### src/rtl/core/srsw_pkg.sv
`timescale 1ns / 1ps
// Shared types and codes for the selective-repeat send window.
// No dependencies; the controller, datapath and top use these by scoped name, the checker and testbench import them.
package srsw_pkg;

  // Operation codes carried by the operation field of an input item.
  typedef enum logic [2:0] {
    OP_RESTART   = 3'd0,
    OP_TAKE      = 3'd1,
    OP_TIMEOUT   = 3'd2,
    OP_SENT      = 3'd3,
    OP_ACKED     = 3'd4,
    OP_FAIL      = 3'd5,
    OP_CANCEL    = 3'd6,
    OP_SET_STATE = 3'd7
  } op_t;

  // Session states.
  typedef enum logic [2:0] {
    ST_IDLE      = 3'd0,
    ST_SENDING   = 3'd1,
    ST_WAITING   = 3'd2,
    ST_COMPLETED = 3'd3,
    ST_FAILED    = 3'd4,
    ST_CANCELED  = 3'd5
  } sess_t;

  localparam logic [2:0] ST_LAST_CODE = 3'd5;

  // Configuration register indexes.
  localparam logic [1:0] REG_TOTAL    = 2'd0;
  localparam logic [1:0] REG_MAX_FLT  = 2'd1;
  localparam logic [1:0] REG_TIMEOUT  = 2'd2;
  localparam logic [1:0] REG_MAX_ATT  = 2'd3;

  localparam logic [7:0] ATT_MAX = 8'd255;

  // Controller states.
  typedef enum logic [2:0] {
    F_INIT,
    F_IDLE,
    F_SWEEP,
    F_SCAN,
    F_LOOKUP,
    F_APPLY,
    F_PREP,
    F_EMIT
  } fsm_t;

  // Configuration register values.
  typedef struct packed {
    logic [10:0] total_chunks;
    logic [6:0]  max_in_flight;
    logic [31:0] timeout_ms;
    logic [7:0]  max_attempts;
  } cfg_t;

  // Commands from the controller to the datapath.
  typedef struct packed {
    logic load;
    logic sweep;
    logic scan;
    logic lookup;
    logic apply;
    logic emit;
  } ctl_t;

  // Status from the datapath to the controller.
  typedef struct packed {
    logic sweep_done;
    logic scan_done;
    logic emit_last;
  } sts_t;

endpackage

### src/rtl/core/srsw_ctrl.sv
`timescale 1ns / 1ps
// Controller state machine of the send window: sequences sweep, scan,
// lookup, apply and emit phases. Depends on srsw_pkg.
module srsw_ctrl (
  input  logic                clk,
  input  logic                rst,
  input  logic                start,
  input  logic [2:0]          operation,
  input  srsw_pkg::sts_t      sts,
  output srsw_pkg::ctl_t      ctl,
  output logic                busy
);

  srsw_pkg::fsm_t state, state_next;

  // State register; reset starts the clearing pass.
  always_ff @(posedge clk) begin
    if (rst) begin
      state <= srsw_pkg::F_INIT;
    end else begin
      state <= state_next;
    end
  end

  // Next state and commands.
  always_comb begin
    state_next = state;
    ctl        = '0;
    busy       = 1'b1;
    case (state)
      srsw_pkg::F_INIT: begin
        ctl.sweep = 1'b1;
        if (sts.sweep_done) state_next = srsw_pkg::F_IDLE;
      end
      srsw_pkg::F_IDLE: begin
        busy = 1'b0;
        if (start) begin
          ctl.load = 1'b1;
          case (srsw_pkg::op_t'(operation))
            srsw_pkg::OP_RESTART, srsw_pkg::OP_CANCEL: state_next = srsw_pkg::F_SWEEP;
            srsw_pkg::OP_TAKE, srsw_pkg::OP_TIMEOUT:   state_next = srsw_pkg::F_SCAN;
            srsw_pkg::OP_SENT, srsw_pkg::OP_ACKED:     state_next = srsw_pkg::F_LOOKUP;
            default:                                   state_next = srsw_pkg::F_PREP;
          endcase
        end
      end
      srsw_pkg::F_SWEEP: begin
        ctl.sweep = 1'b1;
        if (sts.sweep_done) state_next = srsw_pkg::F_PREP;
      end
      srsw_pkg::F_SCAN: begin
        ctl.scan = 1'b1;
        if (sts.scan_done) state_next = srsw_pkg::F_PREP;
      end
      srsw_pkg::F_LOOKUP: begin
        ctl.lookup = 1'b1;
        state_next = srsw_pkg::F_APPLY;
      end
      srsw_pkg::F_APPLY: begin
        ctl.apply  = 1'b1;
        state_next = srsw_pkg::F_PREP;
      end
      srsw_pkg::F_PREP: begin
        state_next = srsw_pkg::F_EMIT;
      end
      srsw_pkg::F_EMIT: begin
        ctl.emit = 1'b1;
        if (sts.emit_last) state_next = srsw_pkg::F_IDLE;
      end
      default: begin
        state_next = srsw_pkg::F_IDLE;
      end
    endcase
  end

endmodule

### config.mk
export PLATFORM = sky130hd
export DESIGN_NAME = srsw_ctrl
export DESIGN_NICKNAME = d
export VERILOG_FILES = /design/src/rtl/core/srsw_pkg.sv /design/src/rtl/core/srsw_ctrl.sv
export SDC_FILE = /design/constraint.sdc
export NUM_CORES = 1
export LEC_CHECK = 0
export BUFFER_PORTS_ARGS = -buffer_cell sky130_fd_sc_hd__buf_2
export CAP_MARGIN = 20
export CORE_AREA = 5 5 42 44
export CTS_CLUSTER_DIAMETER = 30
export DETAILED_ROUTE_END_ITERATION = 6
export DIE_AREA = 0 0 47 49
export SYNTH_ARGS = -nofsm -noshare
export SYNTH_HDL_FRONTEND = slang
export SYNTH_SLANG_ARGS = --single-unit
### constraint.sdc
create_clock -name clk -period 2.9 [get_ports clk]
set_input_delay 0.29 -clock clk [delete_from_list [all_inputs] [get_ports clk]]
set_output_delay 0.29 -clock clk [all_outputs]
set_load 0.02 [all_outputs]
==> summary.md <==
| Metric | Value |
|---|---|
| Register area share after synthesis | `~22%` |
| Worst setup margin | `1.32 ns` |
| RSZ-0062 raised after global routing | `no` |
| Clk slew on worst S/H paths | `approximately 0.04 ns` |
| Die width | `47 um` |
| Slew @ Worst Pin | `0.323 ns` |
| Global-route wire length before repair | `1.16 mm` |
| Gate count of the mapped netlist | `37` |
| Critical Path AT | `around 1.3 ns` |
| Worst r2r src | `state[0]` |
| Clk sink count | `3` |
| Initial core utilization | `19.7%` |
| Complex-gate fraction of the synthesized area | `23.5%` |
| Met3 Routed Length | `~90 um` |
| DRT antenna net count | `0` |
| Element type at the critical path start | `flop` |
| Drt wl/cell | `10.4 um` |
| Placed Instance Area | `around 360 um^2` |
| Crit path to | `busy` |
| 1st-iter DRT viols | `3` |
| Yosys cell types | `26` |
| Fin nets | `64` |
| Top cells by count, synth | `nor2_1 (5), dfxtp_1 (3)` |
| Gp weighted congestion | `between 0.7 and 0.8` |
| Final TNS setup | `0 ns` |
| Fin. Hold Viols | `0` |
| Clk root buf | `clkbuf_4` |
| Drt pass-1 iters | `2` |
| Post-synth top area share | `21.7%` |
| Finish-stage setup viols | `0` |
| Number of flip-flops in the largest register | `3` |
| CP Launch Point | `state[0]` |
| Area share of xor/xnor cells in the synthesized design | `3.17%` |
| Element type at the critical path end | `output port` |
| Placed cell count | `66` |
| R2r worst-path depth | `3` |
| Die Area | `~2300 um^2` |
| Core box area | `1400 um^2` |
| Synthesized Nets | `46` |
| Post-DP HPWL | `583 um` |
| Largest net degree at the start of global routing | `12` |
| Post-CTS Setup Inserts | `0` |
| Critical Path RT | `2.61 ns` |
| DR WL met2 | `~290 um` |
| Biggest regs | `state: 3 flops` |
| Top_reg_cell synth | `dfxtp_1` |
| # DRC | `0` |
| Total gr overflow | `0` |
| Routed vias/inst | `4.47` |
| Slew headroom | `78.4%` |
| Cell with the most instances after synthesis | `nor2_1` |
| TritonCTS clock tree | `done` |
| GRT Util Overall | `slightly above 7%` |
| IO buf count | `15` |
| Via count | `between 300 and 400` |
| Leakage | `0.178 nW` |
| Area grow syn2layout | `38.0%` |
| Largest Register | `state` |
| Post-synthesis simple-gate area fraction | `38.9%` |
| F_max | `634 MHz` |
| Top sig layer | `met3` |
| Hold WS | `0.263 ns` |
| Post-CTS Resized | `0` |
| Register-to-register setup slack | `around 1.7 ns` |
| CP Max Fanout | `10` |
| Clock Latency Late Sink | `0.23 ns` |
| Post-Layout Cell Count | `70` |
| Crit share post-route | `54.4%` |
| Place WS | `1.56 ns` |
| Post-synth EDFFs | `0` |
| Yosys top cell by area | `dfxtp_1` |
| Average cell area after synthesis | `7.47 um^2` |
| Row count | `14` |
| Max Clock Skew | `0.00318 ns` |
| Power, Total | `0.195 mW` |
| R2r endpoint | `state[0]` |
| Post-Synth Adder-Cell Area | `0%` |
| Number of synthesized register bits | `3` |
| Io pins | `16` |
| Top cells by area, synth | `dfxtp_1 (22%), nor2_1 (6.8%), nor4_1 (4.5%)` |
| Final WL | `728 um` |
| FILL cells | `between 150 and 200` |
| Async SR Flop Fraction | `0%` |
| Vias in the first global route | `280` |
| Synthesized cell area | `277 um^2` |
| Final Cell Area | `between 300 and 400 um^2` |
| Final Max Slew Viols | `0` |
| # diodes | `0` |
| Final min period | `1.58 ns` |
| Multi-input gate area | `193 um^2` |
| H-tree levels | `1` |
| Max cap viols | `0` |
| Ratio of total power to cell area | `approximately 500 nW/um^2` |
| Area occupied by registers | `between 60 and 70 um^2` |
| Fin util | `between 20% and 30%` |
| VDD IR-drop max | `0.270 mV` |
| Syn. warnings | `0` |
| Antenna violations before repair | `0` |
| Largest family of logic cells by synthesized area | `simple AND/OR/NAND/NOR gates` |
| # hold bufs at CTS | `0` |
| Mux cell area share after synthesis | `4.07%` |
| Share of post-route cells with drive strength above 1 | `40.7%` |
| M1 WL | `351 um` |
| Outcome | `complete, no violations` |
| HP Class | `in -> reg` |
| Die height | `49 um` |
| Critical path class | `reg -> out` |
| CTS max path bufs | `2` |
| CTS Buf Count | `3` |
[cells by family after synthesis]
group,count (synthesis)
AOI/OAI and AO/OA,9
xor gates and xnor gates,1
buffers and inverters,4
DFF,3
muxes,1
and+or+nand+nor,19
[where the power goes]
part	total, mW	internal (mW)	leakage (nW)	switching, mW
Combinational	0.0652	0.0310	0.138	0.0342
Clock	0.0732	0.0516	0.0150	0.0217
Sequential	0.0570	0.0463	0.0247	0.0107
[layout by cell type, fill, tap and decap left out]
master     n
buf_2     15
nand2_1    2
clkbuf_4   3
o221ai_1   1
o21bai_2   1
nand2b_1   1
nor2b_1    1
clkbuf_1   1
and2_1     1
nor2_1     5
nor3_1     2
a21boi_1   1
dfxtp_1    3
a31oi_1    1
nand3b_1   1
inv_1      2
or2b_1     1
o21ai_0    1
o31a_1     1
or3b_4     1
nor4_1     2
mux2_1     1
or2_2      1
xnor2_1    1
a21oi_1    2
o21a_1     1
and3_2     1
[metal layers]
| layer | vias to the layer above | track usage (%) |
|---|---|---|
| met2 | 15 | 8.14 |
| met4 | 0 | 2.76 |
| met3 | 0 | 4.43 |
| met5 | - | 0 |
| li1 | 168 | - |
| met1 | 130 | 10.3 |
[layout make-up]
type | instances | area share (%)
timing repair buffer | 15 | 19.7
inverter | 2 | 1.97
tap | 16 | 5.25
multi-input combinational | 30 | 50.5
clock buffer | 4 | 6.89
sequential | 3 | 15.7
[worst min-delay path by stage]
| stage | start | to | depth (start not counted) |
|---|---|---|---|
| after floorplan | rst | state[2] | 1 |
| after global placement | rst | state[2] | 2 |
| after detailed placement | rst | state[2] | 2 |
| after CTS | rst | state[2] | 2 |
| after global routing | rst | state[2] | 2 |
| final | rst | state[2] | 2 |
[worst max-delay path, cell delays in order (launching register included)]
cell	delay (ns)
dfxtp_1	0.47
or3b_4	0.42
buf_2	0.17
Note: power is estimated with default switching activity, not from simulation.
